File: src/rtl/core/quadrature_position_speed_tracker_defines.svh
// ----------------------------------------------------------------------------
// Quadrature position and speed tracker: assertion macros
// Shared property forms for the checks at the end of the top level.
// ----------------------------------------------------------------------------
`ifndef QUADRATURE_POSITION_SPEED_TRACKER_DEFINES_SVH
`define QUADRATURE_POSITION_SPEED_TRACKER_DEFINES_SVH

// Same-cycle implication, disabled while reset is low
`define QPST_ASSERT_NOW(label, clk, rst_n, ante, cons, msg) \
    label: assert property (@(posedge clk) disable iff (!rst_n) (ante) |-> (cons)) \
        else $error(msg);

// Next-cycle implication, disabled while reset is low
`define QPST_ASSERT_NEXT(label, clk, rst_n, ante, cons, msg) \
    label: assert property (@(posedge clk) disable iff (!rst_n) (ante) |=> (cons)) \
        else $error(msg);

`endif

File: src/rtl/core/qpst_pkg.sv
// ----------------------------------------------------------------------------
// Quadrature position and speed tracker: shared package
// Operation and register codes, arithmetic constants, controller interface.
// ----------------------------------------------------------------------------
package qpst_pkg;

    // Operation carried in the input tuser
    typedef enum logic [1:0] {
        OP_POS  = 2'd0,
        OP_VEL  = 2'd1,
        OP_ZERO = 2'd2
    } t_op;

    // Configuration register indexes
    typedef enum logic [1:0] {
        CFG_POS_MAX    = 2'd0,
        CFG_POLE_PAIRS = 2'd1,
        CFG_CAL_ANGLE  = 2'd2,
        CFG_SINE_MODE  = 2'd3
    } t_cfg_idx;

    localparam int CFG_DATA_W   = 32;
    localparam int CFG_IDX_W    = 2;
    localparam int POLE_W       = 7;

    localparam int WORD_W       = 32;
    localparam int TURNS_W      = 16;
    localparam int CAP_W        = 16;

    // Speed scaling
    localparam logic [8:0]  COARSE_GAIN = 9'd273;
    localparam logic [15:0] FINE_COEF   = 16'd61404;
    localparam int Q_FRAC       = 24;
    localparam int MECH_SHIFT   = 3;

    // Restoring divider: (timer << Q_FRAC) / period, one quotient bit a cycle
    localparam int DIVIDEND_W   = CAP_W + Q_FRAC;
    localparam int DIV_STEPS    = DIVIDEND_W;
    localparam int DIV_CNT_W    = $clog2(DIV_STEPS);
    localparam int Q_W          = 31;
    localparam int PROD_W       = Q_W + 16;
    localparam int FINE_W       = PROD_W - Q_FRAC;

    // Controller to datapath
    typedef struct packed {
        logic load;
        logic front;
        logic div_step;
        logic mul;
        logic commit;
    } t_ctl_cmd;

    // Datapath to controller
    typedef struct packed {
        t_op  op;
        logic div_done;
    } t_ctl_sts;

endpackage

File: src/rtl/core/qpst_ctrl.sv
// ----------------------------------------------------------------------------
// Quadrature position and speed tracker: controller
// Sequences one word through front, divide, multiply and commit steps (divide and
// multiply for velocity words only) and owns the input ready and output valid flags.
// ----------------------------------------------------------------------------
module qpst_ctrl (
    input  logic               i_clk,
    input  logic               i_rst_n,
    input  logic               i_in_valid,
    input  logic               i_out_ready,
    input  qpst_pkg::t_ctl_sts i_sts,
    output qpst_pkg::t_ctl_cmd o_cmd,
    output logic               o_in_ready,
    output logic               o_out_valid
);
    import qpst_pkg::*;

    typedef enum logic [4:0] {
        S_IDLE   = 5'b00001,
        S_FRONT  = 5'b00010,
        S_DIV    = 5'b00100,
        S_MUL    = 5'b01000,
        S_COMMIT = 5'b10000
    } t_state;

    t_state r_state, n_state;
    logic   r_out_valid, n_out_valid;
    logic   w_out_free;

    assign w_out_free = !r_out_valid || i_out_ready;

    // Next state and commands
    always_comb begin
        n_state = r_state;
        o_cmd   = '0;
        case (r_state)
            S_IDLE: begin
                if (i_in_valid) begin
                    o_cmd.load = 1'b1;
                    n_state    = S_FRONT;
                end
            end
            S_FRONT: begin
                o_cmd.front = 1'b1;
                n_state     = (i_sts.op == OP_VEL) ? S_DIV : S_COMMIT;
            end
            S_DIV: begin
                o_cmd.div_step = 1'b1;
                if (i_sts.div_done) begin
                    n_state = S_MUL;
                end
            end
            S_MUL: begin
                o_cmd.mul = 1'b1;
                n_state   = S_COMMIT;
            end
            S_COMMIT: begin
                // hold until the output register is free
                if (w_out_free) begin
                    o_cmd.commit = 1'b1;
                    n_state      = S_IDLE;
                end
            end
            default: begin
                n_state = S_IDLE;
            end
        endcase
    end

    // Output word flag: set on commit, drop when taken
    always_comb begin
        if (o_cmd.commit) begin
            n_out_valid = 1'b1;
        end else if (i_out_ready) begin
            n_out_valid = 1'b0;
        end else begin
            n_out_valid = r_out_valid;
        end
    end

    always_ff @(posedge i_clk) begin
        if (!i_rst_n) begin
            r_state     <= S_IDLE;
            r_out_valid <= 1'b0;
        end else begin
            r_state     <= n_state;
            r_out_valid <= n_out_valid;
        end
    end

    assign o_in_ready  = (r_state == S_IDLE);
    assign o_out_valid = r_out_valid;

endmodule

File: src/rtl/core/qpst_datapath.sv
// ----------------------------------------------------------------------------
// Quadrature position and speed tracker: datapath
// Configuration registers, tracking state, count unwrap, angle products,
// restoring divider for the fine speed term and the output register.
// ----------------------------------------------------------------------------
module qpst_datapath #(
    parameter int COUNT_WIDTH = 32
) (
    input  logic                                 i_clk,
    input  logic                                 i_rst_n,
    input  qpst_pkg::t_ctl_cmd                   i_cmd,
    output qpst_pkg::t_ctl_sts                   o_sts,
    // configuration
    input  logic                                 i_cfg_we,
    input  logic [qpst_pkg::CFG_IDX_W-1:0]       i_cfg_index,
    input  logic [qpst_pkg::CFG_DATA_W-1:0]      i_cfg_data,
    // input word fields
    input  logic [1:0]                           i_operation,
    input  logic [qpst_pkg::WORD_W-1:0]          i_count,
    input  logic [qpst_pkg::WORD_W-1:0]          i_index_count,
    input  logic                                 i_dir_forward,
    input  logic                                 i_index_event,
    input  logic [qpst_pkg::CAP_W-1:0]           i_cap_timer,
    input  logic [qpst_pkg::CAP_W-1:0]           i_cap_period,
    input  logic                                 i_cap_overflow,
    input  logic                                 i_dir_changed,
    // output word fields
    output logic signed [qpst_pkg::WORD_W-1:0]   o_position,
    output logic signed [qpst_pkg::WORD_W-1:0]   o_step,
    output logic signed [qpst_pkg::TURNS_W-1:0]  o_turns,
    output logic [qpst_pkg::WORD_W-1:0]          o_raw_angle,
    output logic [qpst_pkg::WORD_W-1:0]          o_mech_angle,
    output logic [qpst_pkg::WORD_W-1:0]          o_elec_angle,
    output logic                                 o_use_hall,
    output logic signed [qpst_pkg::WORD_W-1:0]   o_speed
);
    import qpst_pkg::*;

    localparam int CW = COUNT_WIDTH;

    // Configuration
    logic [CW-1:0]         r_pos_max;
    logic [POLE_W-1:0]     r_pole_pairs;
    logic [WORD_W-1:0]     r_cal_angle;
    logic                  r_sine_mode;

    // Tracking state
    logic [CW-1:0]         r_last_count, n_last_count;
    logic [WORD_W-1:0]     r_accum, n_accum;
    logic [TURNS_W-1:0]    r_revs, n_revs;
    logic                  r_index_seen, n_index_seen;
    logic [WORD_W-1:0]     r_speed_ref, n_speed_ref;
    logic [WORD_W-1:0]     r_last_step, n_last_step;

    // Latched input word
    t_op                   r_op;
    logic [CW-1:0]         r_cnt;
    logic [CW-1:0]         r_icnt;
    logic                  r_fwd;
    logic                  r_idx;
    logic [CAP_W-1:0]      r_period;
    logic                  r_ovf;
    logic                  r_dchg;

    // Intermediate results
    logic [WORD_W-1:0]     r_raw, r_mech, r_elec_prod, r_step_new, r_coarse;
    logic [FINE_W-1:0]     r_fine;
    logic [CAP_W-1:0]      r_div_rem;
    logic [DIVIDEND_W-1:0] r_div_quo;
    logic [DIV_CNT_W-1:0]  r_div_cnt;

    logic [WORD_W-1:0]     w_raw, w_mech, w_elec_prod, w_step, w_coarse;
    logic [WORD_W-1:0]     w_old, w_cur, w_pmax, w_mid;
    logic [CAP_W:0]        w_rem_sh;
    logic                  w_ge;
    logic [Q_W-1:0]        w_q_sat;
    logic [PROD_W-1:0]     w_fine_prod;
    logic [WORD_W-1:0]     w_fine_sel, w_speed;
    logic [WORD_W-1:0]     w_out_raw, w_out_mech, w_out_elec, w_out_speed;

    // Configuration writes
    always_ff @(posedge i_clk) begin
        if (!i_rst_n) begin
            r_pos_max    <= '1;
            r_pole_pairs <= POLE_W'(1);
            r_cal_angle  <= '0;
            r_sine_mode  <= 1'b0;
        end else if (i_cfg_we) begin
            case (t_cfg_idx'(i_cfg_index))
                CFG_POS_MAX:    r_pos_max    <= i_cfg_data[CW-1:0];
                CFG_POLE_PAIRS: r_pole_pairs <= i_cfg_data[POLE_W-1:0];
                CFG_CAL_ANGLE:  r_cal_angle  <= i_cfg_data;
                CFG_SINE_MODE:  r_sine_mode  <= i_cfg_data[0];
                default:        r_sine_mode  <= r_sine_mode;
            endcase
        end
    end

    // Angles from the latched counts
    assign w_raw       = WORD_W'(r_cnt) - WORD_W'(r_icnt);
    assign w_mech      = w_raw << MECH_SHIFT;
    assign w_elec_prod = w_mech * WORD_W'(r_pole_pairs);

    // Unwrap the count change around half of the wrap value
    assign w_old  = WORD_W'(r_last_count);
    assign w_cur  = WORD_W'(r_cnt);
    assign w_pmax = WORD_W'(r_pos_max);
    assign w_mid  = w_pmax >> 1;

    always_comb begin
        if ((w_old > w_cur) && (w_old > w_mid) && (w_cur < w_mid)) begin
            // forward wrap through zero
            w_step = w_pmax - w_old + w_cur + WORD_W'(1);
        end else if (w_old > w_cur) begin
            w_step = w_cur - w_old;
        end else if ((w_cur > w_mid) && (w_old < w_mid)) begin
            // backward wrap through zero
            w_step = WORD_W'(0) - (w_pmax - w_cur + w_old + WORD_W'(1));
        end else begin
            w_step = w_cur - w_old;
        end
    end

    // Coarse speed from the position change since the last velocity word
    assign w_coarse = (r_accum - r_speed_ref) * WORD_W'(COARSE_GAIN);

    // One restoring divide step
    assign w_rem_sh = {r_div_rem, r_div_quo[DIVIDEND_W-1]};
    assign w_ge     = (w_rem_sh >= {1'b0, r_period});

    // Saturate the quotient and scale
    assign w_q_sat     = (|r_div_quo[DIVIDEND_W-1:Q_W]) ? '1 : r_div_quo[Q_W-1:0];
    assign w_fine_prod = PROD_W'(w_q_sat) * PROD_W'(FINE_COEF);

    // Latch the input word, run front, divide and multiply steps
    always_ff @(posedge i_clk) begin
        if (i_cmd.load) begin
            r_op      <= t_op'(i_operation);
            r_cnt     <= i_count[CW-1:0];
            r_icnt    <= i_index_count[CW-1:0];
            r_fwd     <= i_dir_forward;
            r_idx     <= i_index_event;
            r_period  <= i_cap_period;
            r_ovf     <= i_cap_overflow;
            r_dchg    <= i_dir_changed;
            r_div_rem <= '0;
            r_div_quo <= {i_cap_timer, Q_FRAC'(0)};
        end else if (i_cmd.div_step) begin
            r_div_rem <= w_ge ? CAP_W'(w_rem_sh - {1'b0, r_period}) : w_rem_sh[CAP_W-1:0];
            r_div_quo <= {r_div_quo[DIVIDEND_W-2:0], w_ge};
        end
        if (i_cmd.front) begin
            r_raw       <= w_raw;
            r_mech      <= w_mech;
            r_elec_prod <= w_elec_prod;
            r_step_new  <= w_step;
            r_coarse    <= w_coarse;
        end
        if (i_cmd.mul) begin
            r_fine <= w_fine_prod[PROD_W-1:Q_FRAC];
        end
    end

    // Divide step counter
    always_ff @(posedge i_clk) begin
        if (!i_rst_n) begin
            r_div_cnt <= '0;
        end else if (i_cmd.load) begin
            r_div_cnt <= '0;
        end else if (i_cmd.div_step) begin
            r_div_cnt <= r_div_cnt + DIV_CNT_W'(1);
        end
    end

    assign o_sts.op       = r_op;
    assign o_sts.div_done = (r_div_cnt == DIV_CNT_W'(DIV_STEPS - 1));

    // Fine term select: direction change wins over overflow
    always_comb begin
        if (r_dchg) begin
            w_fine_sel = '0;
        end else if (r_ovf) begin
            w_fine_sel = WORD_W'(COARSE_GAIN);
        end else begin
            w_fine_sel = WORD_W'(r_fine);
        end
    end
    assign w_speed = r_coarse + w_fine_sel;

    // State update and result fields on commit
    always_comb begin
        n_last_count = r_last_count;
        n_accum      = r_accum;
        n_revs       = r_revs;
        n_index_seen = r_index_seen;
        n_speed_ref  = r_speed_ref;
        n_last_step  = r_last_step;
        w_out_raw    = '0;
        w_out_mech   = '0;
        w_out_elec   = '0;
        w_out_speed  = '0;
        case (r_op)
            OP_POS: begin
                w_out_raw    = r_raw;
                w_out_mech   = r_mech;
                w_out_elec   = (r_elec_prod << 1) + r_cal_angle;
                n_last_step  = r_step_new;
                n_last_count = r_cnt;
                n_accum      = r_accum + r_step_new;
                if (r_idx) begin
                    n_index_seen = 1'b1;
                    n_revs       = r_fwd ? (r_revs + TURNS_W'(1)) : (r_revs - TURNS_W'(1));
                end
            end
            OP_VEL: begin
                w_out_speed = w_speed;
                n_speed_ref = r_accum;
            end
            OP_ZERO: begin
                n_accum      = '0;
                n_revs       = '0;
                n_last_count = r_cnt;
                n_speed_ref  = '0;
                n_last_step  = '0;
            end
            default: begin
                // unused code: report the state unchanged
                n_accum = r_accum;
            end
        endcase
    end

    always_ff @(posedge i_clk) begin
        if (!i_rst_n) begin
            r_last_count <= '0;
            r_accum      <= '0;
            r_revs       <= '0;
            r_index_seen <= 1'b0;
            r_speed_ref  <= '0;
            r_last_step  <= '0;
        end else if (i_cmd.commit) begin
            r_last_count <= n_last_count;
            r_accum      <= n_accum;
            r_revs       <= n_revs;
            r_index_seen <= n_index_seen;
            r_speed_ref  <= n_speed_ref;
            r_last_step  <= n_last_step;
        end
    end

    // Output register
    always_ff @(posedge i_clk) begin
        if (i_cmd.commit) begin
            o_position   <= n_accum;
            o_step       <= n_last_step;
            o_turns      <= n_revs;
            o_raw_angle  <= w_out_raw;
            o_mech_angle <= w_out_mech;
            o_elec_angle <= w_out_elec;
            o_use_hall   <= !r_sine_mode || !n_index_seen;
            o_speed      <= w_out_speed;
        end
    end

endmodule

File: src/rtl/core/quadrature_position_speed_tracker.sv
// ----------------------------------------------------------------------------
// Quadrature position and speed tracker
// Unwraps quadrature counter snapshots into a signed position, revolution
// count and angles, and forms a coarse plus fine speed on velocity words.
//
//   channel   direction  handshake                 contents
//   s_axis    in         tvalid/tready             tuser: operation
//                                                  tdata: counter snapshot
//   m_axis    out        tvalid/tready             tdata: position result
//   cfg       in         write enable, no wait     index 0..3, 32-bit data
//
// Sequence: with the output register free, a position, zero or unused-code word
// passes through its front and commit steps between accepts; a velocity word adds
// the 40-step restoring divider that forms the fine speed term one quotient bit a
// cycle, and then the scaling multiply.
// Reset is synchronous: tracking state clears, configuration takes defaults.
// A finished word waits in the output register; the next input word is taken
// meanwhile and its commit holds until the output register is free.
// ----------------------------------------------------------------------------
`include "quadrature_position_speed_tracker_defines.svh"

module quadrature_position_speed_tracker #(
    parameter int COUNT_WIDTH = 32
) (
    input  logic          i_clk,
    input  logic          i_rst_n,
    // input words
    input  logic          i_s_axis_tvalid,
    output logic          o_s_axis_tready,
    // count[31:0], index_count[63:32], dir_forward[64], index_event[65],
    // cap_timer[81:66], cap_period[97:82], cap_overflow[98], dir_changed[99]
    input  logic [103:0]  i_s_axis_tdata,
    // operation[1:0]
    input  logic [1:0]    i_s_axis_tuser,
    // result words
    output logic          o_m_axis_tvalid,
    input  logic          i_m_axis_tready,
    // position[31:0], step[63:32], turns[79:64], raw_angle[111:80],
    // mech_angle[143:112], elec_angle[175:144], use_hall[176], speed[208:177]
    output logic [215:0]  o_m_axis_tdata,
    // configuration
    input  logic          i_cfg_we,
    input  logic [1:0]    i_cfg_index,
    input  logic [31:0]   i_cfg_data
);
    import qpst_pkg::*;

    t_ctl_cmd                   w_cmd;
    t_ctl_sts                   w_sts;
    logic signed [WORD_W-1:0]   w_position, w_step, w_speed;
    logic signed [TURNS_W-1:0]  w_turns;
    logic [WORD_W-1:0]          w_raw, w_mech, w_elec;
    logic                       w_use_hall;

    // Sequence control
    qpst_ctrl u_ctrl (
        .i_clk       (i_clk),
        .i_rst_n     (i_rst_n),
        .i_in_valid  (i_s_axis_tvalid),
        .i_out_ready (i_m_axis_tready),
        .i_sts       (w_sts),
        .o_cmd       (w_cmd),
        .o_in_ready  (o_s_axis_tready),
        .o_out_valid (o_m_axis_tvalid)
    );

    // Arithmetic and state
    qpst_datapath #(
        .COUNT_WIDTH (COUNT_WIDTH)
    ) u_datapath (
        .i_clk          (i_clk),
        .i_rst_n        (i_rst_n),
        .i_cmd          (w_cmd),
        .o_sts          (w_sts),
        .i_cfg_we       (i_cfg_we),
        .i_cfg_index    (i_cfg_index),
        .i_cfg_data     (i_cfg_data),
        .i_operation    (i_s_axis_tuser),
        .i_count        (i_s_axis_tdata[31:0]),
        .i_index_count  (i_s_axis_tdata[63:32]),
        .i_dir_forward  (i_s_axis_tdata[64]),
        .i_index_event  (i_s_axis_tdata[65]),
        .i_cap_timer    (i_s_axis_tdata[81:66]),
        .i_cap_period   (i_s_axis_tdata[97:82]),
        .i_cap_overflow (i_s_axis_tdata[98]),
        .i_dir_changed  (i_s_axis_tdata[99]),
        .o_position     (w_position),
        .o_step         (w_step),
        .o_turns        (w_turns),
        .o_raw_angle    (w_raw),
        .o_mech_angle   (w_mech),
        .o_elec_angle   (w_elec),
        .o_use_hall     (w_use_hall),
        .o_speed        (w_speed)
    );

    // Pack the result word
    assign o_m_axis_tdata = {7'b0, w_speed, w_use_hall, w_elec, w_mech, w_raw,
                             w_turns, w_step, w_position};

    // One word in flight: ready drops right after an accept
    `QPST_ASSERT_NEXT(a_one_in_flight, i_clk, i_rst_n, i_s_axis_tvalid && o_s_axis_tready, !o_s_axis_tready, "input accepted while a word is in flight")

    // Never overwrite a result word that has not been taken
    `QPST_ASSERT_NOW(a_no_overwrite, i_clk, i_rst_n, w_cmd.commit, !o_m_axis_tvalid || i_m_axis_tready, "result word overwritten")

    // The last divide step is followed by the scaling multiply
    `QPST_ASSERT_NEXT(a_div_then_mul, i_clk, i_rst_n, w_cmd.div_step && w_sts.div_done, w_cmd.mul, "divide did not hand over to multiply")

endmodule
File: config.mk
export PLATFORM = sky130hd
export DESIGN_NAME = quadrature_position_speed_tracker
export DESIGN_NICKNAME = d
export VERILOG_FILES = /design/src/rtl/core/qpst_pkg.sv /design/src/rtl/core/qpst_ctrl.sv /design/src/rtl/core/qpst_datapath.sv /design/src/rtl/core/quadrature_position_speed_tracker.sv
export VERILOG_INCLUDE_DIRS = /design/src /design/src/rtl/core
export SDC_FILE = /design/constraint.sdc
export NUM_CORES = 2
export LEC_CHECK = 0
export BUFFER_PORTS_ARGS = -buffer_cell sky130_fd_sc_hd__buf_2
export CORE_AREA = 2 2 325 327
export DETAILED_ROUTE_END_ITERATION = 7
export DIE_AREA = 0 0 327 329
export MAX_ROUTING_LAYER = met4
export PLACE_DENSITY = 0.77
export SKIP_CTS_REPAIR_TIMING = 1
export SLEW_MARGIN = 20
export SYNTH_ARGS = -nofsm -noshare
export SYNTH_HDL_FRONTEND = slang
export SYNTH_SLANG_ARGS = --single-unit
File: constraint.sdc
create_clock -name i_clk -period 21.2 [get_ports i_clk]
set_input_delay 3.18 -clock i_clk [delete_from_list [all_inputs] [get_ports i_clk]]
set_output_delay 3.18 -clock i_clk [all_outputs]
set_load 0.02 [all_outputs]
# Word-level counts from Yosys, hierarchy flattened
# Index checks and enable logic that the tools add are counted.
dict set report classes {
  n_addsub 17
  n_mul 3
  div_mod_pow 0
  order_cmp 6
  n_eq_ne 14
  shift 0
  mux 31
  bitwise 1
  n_reduce_logical 23
}
# operator count
set op_table {}
lappend op_table {{$pmux W32 S2} 3}
lappend op_table {{$add A32 B32 Y32} 5}
lappend op_table {{$sub A32 B32 Y32} 5}
lappend op_table {{$mux W32} 4}
lappend op_table {{$mux W40} 2}
lappend op_table {{$add A32 B1 Y32 const B} 2}
lappend op_table {{$gt A32 B31 Y1} 2}
lappend op_table {{$lt A32 B31 Y1} 2}
lappend op_table {{$mux W16} 3}
lappend op_table {{$mul A31 B14 Y45 const B} 1}
lappend op_table {{$gt A32 B32 Y1} 1}
lappend op_table {{$mul A32 B9 Y32 const B} 1}
lappend op_table {{$pmux W16 S2} 1}
lappend op_table {{$sub A1 B32 Y32 const A} 1}
lappend op_table {{$mux W31} 1}
lappend op_table {{$mul A29 B7 Y28} 1}
lappend op_table {{$pmux W5 S5} 1}
lappend op_table {{$mux W23} 1}
lappend op_table {{$mux W5} 4}
lappend op_table {{$ge A17 B16 Y1} 1}
lappend op_table {{$add A16 B1 Y16 const B} 1}
lappend op_table {{$sub A16 B1 Y16 const B} 1}
lappend op_table {{$sub A16 B16 Y16} 1}
lappend op_table {{$reduce_and A2 Y1} 6}
lappend op_table {{other kinds (21)} 44}
dict set report totals {
  reg_bits 753
  latchBits 0
  ramBits 0
  romBits 0
  wordCells 133
  mem_count 0
}

# Logic depth before layout (Yosys ltp)
dict set report depth {
  ltp_word 7
  mapped_depth 31
  depth_no_buf 31
}

# Cells and area by module
# Synthesis repeated with hierarchy kept, for this count alone.
dict set report unflattened {
  cells_unflattened 5865
  hier_area_um2 57226.1
}
# module instances cells_each area_per_inst_um2 seq_area_each_um2
set by_module_without_submodules {}
lappend by_module_without_submodules {qpst_datapath 1 5814 56813.2 18057.3}
lappend by_module_without_submodules {qpst_ctrl 1 42 349.1 120.1}
lappend by_module_without_submodules {quadrature_position_speed_tracker 1 9 63.8 0.0}

# Least setup slack after synthesis
# OpenSTA, ideal clock, no wires.
dict set report synth_path {
  kind {reg-to-reg}
  from {register u_ctrl.r_state[4]}
  to {register u_ctrl.r_state[0]}
  setup_time_ns 0.124
  arrival_ns 10.763
  t_required_ns 21.076
  path_slack_ns 10.313
  stages_incl_launch_ff 5
  path_buffers 0
  synth_period_minus_slack_ns 10.887
  cell_sequence {dfxtp_1 or3_1 nor3b_1 nor3_1 a211o_1}
}
dict set report synth_via {
  elab_chain_cells 3
  elab_cells_between_ends 10
}
# element line
set synth_lines {}
lappend synth_lines {{start: declaration} qpst_ctrl.sv:26} ;# t_state r_state, n_state;
lappend synth_lines {{start signal: assignment} qpst_ctrl.sv:86} ;# r_state <= n_state;
lappend synth_lines {{$eq A5 B5 Y1 (tied with other cells)} qpst_ctrl.sv:36} ;# case (r_state)
lappend synth_lines {{$ne A2 B1 Y1 (no line) / $ne A2 B2 Y1 (equally long branches)} -}
lappend synth_lines {{$reduce_and A3 Y1 (no line)} -}
# Parallel ways exist; a longest one is shown, timed or not.
# A chain may end at the register's enable or synchronous reset.

# Worst setup path after layout
dict set report layout_path {
  from {register u_datapath.r_div_quo[34]}
  to {register u_datapath.r_fine[22], data pin}
}
dict set report layout_via {
  elab_chain_cells 3
}
# element line
set layout_lines {}
lappend layout_lines {{start: declaration} qpst_datapath.sv:69} ;# logic [DIVIDEND_W-1:0] r_div_quo;
lappend layout_lines {{start signal: assignment} qpst_datapath.sv:147} ;# r_div_quo <= {i_cap_timer, Q_FRAC'(0)};
lappend layout_lines {{start signal: assignment} qpst_datapath.sv:150} ;# r_div_quo <= {r_div_quo[DIVIDEND_W-2:0], w_ge};
lappend layout_lines {{$reduce_or A9 Y1} qpst_datapath.sv:132} ;# assign w_q_sat = (|r_div_quo[DIVIDEND_W-1:Q_W]) ? '1 : r_div_quo[Q_W-1:0];
lappend layout_lines {{$mux W31} qpst_datapath.sv:132}
lappend layout_lines {{$mul A31 B14 Y45} qpst_datapath.sv:133} ;# assign w_fine_prod = PROD_W'(w_q_sat) * PROD_W'(FINE_COEF);
lappend layout_lines {{named net u_datapath.w_fine_prod[46]} qpst_datapath.sv:77} ;# logic [PROD_W-1:0] w_fine_prod;
lappend layout_lines {{end signal: assignment} qpst_datapath.sv:160} ;# r_fine <= w_fine_prod[PROD_W-1:Q_FRAC];
lappend layout_lines {{end: declaration} qpst_datapath.sv:67} ;# logic [FINE_W-1:0] r_fine;
# The timed path passes the listed nets, and every way through them passes these cells.

==> flow_summary_export.csv <==
group,metric,value,unit
critical_path,worstSetupPathType,"reg -> reg",
clocking,htreeDepth,3,
die,coreArea,0.104,mm²
critical_path,crit_fanout,13,
logic_synthesis,synth_top_cell_area_share,22.4,%
logic_synthesis,ys_top_cells_by_count,"766 x inv_1, 711 x nand2_1, 599 x ha_1",
place,dp_slack,12.55,ns
logic_synthesis,synth_compound_area_share,13.9,%
cells_and_area,drive_gt1_share,9.35,%
timing,rsz0062_at_grt,"no",
clocking,cts_tree,"built",
global_route,grt_first_pass_wirelength,237000,µm
cells_and_area,fill_cells,8775,
cells_and_area,largest_reg_flops,40,
timing,maxSlewViolCount,0,
timing,finalWorstSetupSlack,12.51,ns
logic_synthesis,seq_area_frac_synth,31.9,%
min_path,hold-path-cell-count,2,
timing,slew_headroom,25.8,%
place,gp_congestion,0.966,
outcome,status,"finished, final reports clean",
cells_and_area,largest-register,"u_datapath.r_div_quo",
die,ioPinCount,363,
logic_synthesis,ys_types,100,
die,rows,119,
timing,worst_clock_skew,0.0345,ns
logic_synthesis,syn_inst,5947,
die,die_h,329,µm
die,start_util,54.6,%
clocking,cts.path.max_buffers,3,
logic_synthesis,synth_xor_area_share,5.32,%
timing,tns,0,ns
critical_path,start_kind,"register",
clocking,numCtsBuffers,82,
place,dp_hpwl,119000,µm
timing,tightest_slew,1.11,ns
min_path,hold_class,"reg -> reg",
global_route,grt_pass1_vias,42900,
logic_synthesis,synth-main-ff-cell,"edfxtp_1",
route,wl_per_cell,19.8,µm
logic_synthesis,synth_area_leaders,"edfxtp_1 22%, fa_1 16%, ha_1 13%",
critical_path,cp.required,21.59,ns
clocking,clock-sinks,695,
global_route,track_usage,29.2,%
cells_and_area,area_growth,10.2,%
logic_synthesis,muxShareOfSynthArea,0.619,%
timing,finalCritPeriodShare,41.0,%
logic_synthesis,yosys_warnings,0,
job,cap_violations,0,
critical_path,critPathArrivalTime,9.08,ns
clocking,clk_latency,0.68,ns
critical_path,end_kind,"register",
global_route,antenna_found_initial,10,
logic_synthesis,ys_async_sr_fraction,0,%
logic_synthesis,synth_top_family_by_area,"adder cells",
pwr,power.leakage,27.6,nW
route,ant_nets,0,
logic_synthesis,yosys.cell_count.top_type,"inv_1",
logic_synthesis,synth-simple-area-share,12.8,%
logic_synthesis,synth_edf_count,426,
timing,setup_viol_count_final,0,
route,drt_wl_total,152000,µm
critical_path,r2r_cells,27,
clocking,clk_pin_slew,0.05,ns
place,port_buffers,348,
pwr,powerDensity,121,mW/mm²
route,drc,0,
timing,finalHoldViolCount,0,
clocking,cts-root-buf,"clkbuf_16",
logic_synthesis,avgSynthCellArea,9.58,µm²
route,vias,43400,
pwr,vdd_ir_drop_max,171,µV
route,dr.pass1.iters,6,
route,drt_iter0_markers,3149,
logic_synthesis,yosys.area_share.adder,28.8,%
place,placed_cells,7525,
logic_synthesis,synthesis.area,0.0570,mm²
timing,fmax,115,MHz
cells_and_area,final_cells,7686,
route,routed_via_density,5.65,
logic_synthesis,synth_top_area_cell,"edfxtp_1",
timing,min_period,8.69,ns
cells_and_area,final_nets,7407,
die,fp.dieArea,0.108,mm²
die,die_x,327,µm
logic_synthesis,ys_ff_latch,695,
global_route,grt_max_degree,124,
global_route,grt_overflow,0,
## path summary, 6_finish.rpt
path | startpoint | endpoint | slack [ns]
setup / recovery | u_datapath.r_div_quo[34] | u_datapath.r_fine[22] | 12.51
hold / removal | u_datapath.r_div_rem[15] | u_datapath.r_div_rem[15] | 0.45
setup reg to reg | u_datapath.r_div_quo[34] | u_datapath.r_fine[22] | 12.51
hold reg to reg | u_datapath.r_div_rem[15] | u_datapath.r_div_rem[15] | 0.45
## worst max-delay path, cell delays in order (launching register included)
cell and delay, ns:
edfxtp_1 0.48, nor3_1 0.47, nand4_1 0.54, nor2_1 0.90, inv_1 0.10, ha_1 0.32, inv_1 0.08, fa_1 0.44
fa_1 0.51, inv_1 0.05, fa_1 0.48, fa_1 0.49, inv_1 0.05, fa_1 0.49, inv_1 0.04, ha_1 0.28
a21o_1 0.16, a21o_1 0.16, a21oi_1 0.23, o211ai_1 0.22, and4_1 0.28, o211a_1 0.32, nand3_1 0.13, nor3b_1 0.36
o31ai_1 0.21, a211o_1 0.33, a21oi_1 0.18, xor2_1 0.10
## layer usage
metal,track usage [%],vias up,part of all wire (%)
li1,-,20600,-
met2,46.1,1493,46
met4,10.6,0,3.9
met5,-,-,0
met3,4.75,276,7.5
met1,38.1,21000,43
## layout make-up
class | count | area [µm²] | share of cell area [%]
clock inverter | 47 | 633 | 1.01
tap | 1391 | 1740 | 2.77
clock buffer | 106 | 2230 | 3.56
antenna | 8 | 20.0 | 0.0319
inverter | 770 | 2910 | 4.63
multi-input combinational | 4287 | 35100 | 55.9
timing repair buffer | 382 | 2000 | 3.18
sequential | 695 | 18200 | 28.9
## power breakdown
part           leakage (nW)  internal [mW]  total, mW  switching (mW)
Sequential             6.10           1.76       1.86           0.101
Combinational          20.1           1.71       4.21            2.50
Clock                  1.38          0.880       1.50           0.622
Total                  27.6           4.35       7.58            3.22
## cells in the final DEF (no fill, tap or decap), drive strengths merged, types with 16 or more instances in the layout
cell type and instances:
nand3 48, nor2 358, inv 778, clkinv 24
a21oi 438, ha 599, o21ai 298, or3 25
buf 382, a21o 119, nand4 39, nand2 714
dfxtp 269, nor2b 68, clkbuf 106, nand2b 73
xnor2 222, mux2i 33, o211ai 45, or2 16
a22o 26, and2 119, edfxtp 426, nor3b 21
o21a 61, and3 20, a211oi 36, fa 445
o21bai 45, xor2 115, a31oi 27, nor3 70
## per-stage QoR
| stage | total power [mW] | utilization (%) | hold WS (ns) | cell area (µm²) |
|---|---|---|---|---|
| finish | 7.58 | 60.2 | 0.454 | 62800 |
| global route | 8.16 | 60.2 | 0.472 | 62800 |
| CTS | 7.58 | 60.2 | 0.457 | 62800 |
| detailed placement | 6.04 | 57.4 | 0.447 | 59900 |
| global placement | 5.94 | 57.4 | 0.430 | 59900 |
| floorplan | 4.96 | - | 0.418 | 57000 |
## cells by family after synthesis
logic type / after synthesis
flip-flops: 695
adder cells (fa/ha/maj): 1044
multiplexers: 35
other: 1
AO/OA/AOI/OAI: 1254
buffers and inverters: 974
AND/OR/NAND/NOR: 1605
XOR/XNOR: 339
No activity file was read; power rests on OpenSTA's default activity.
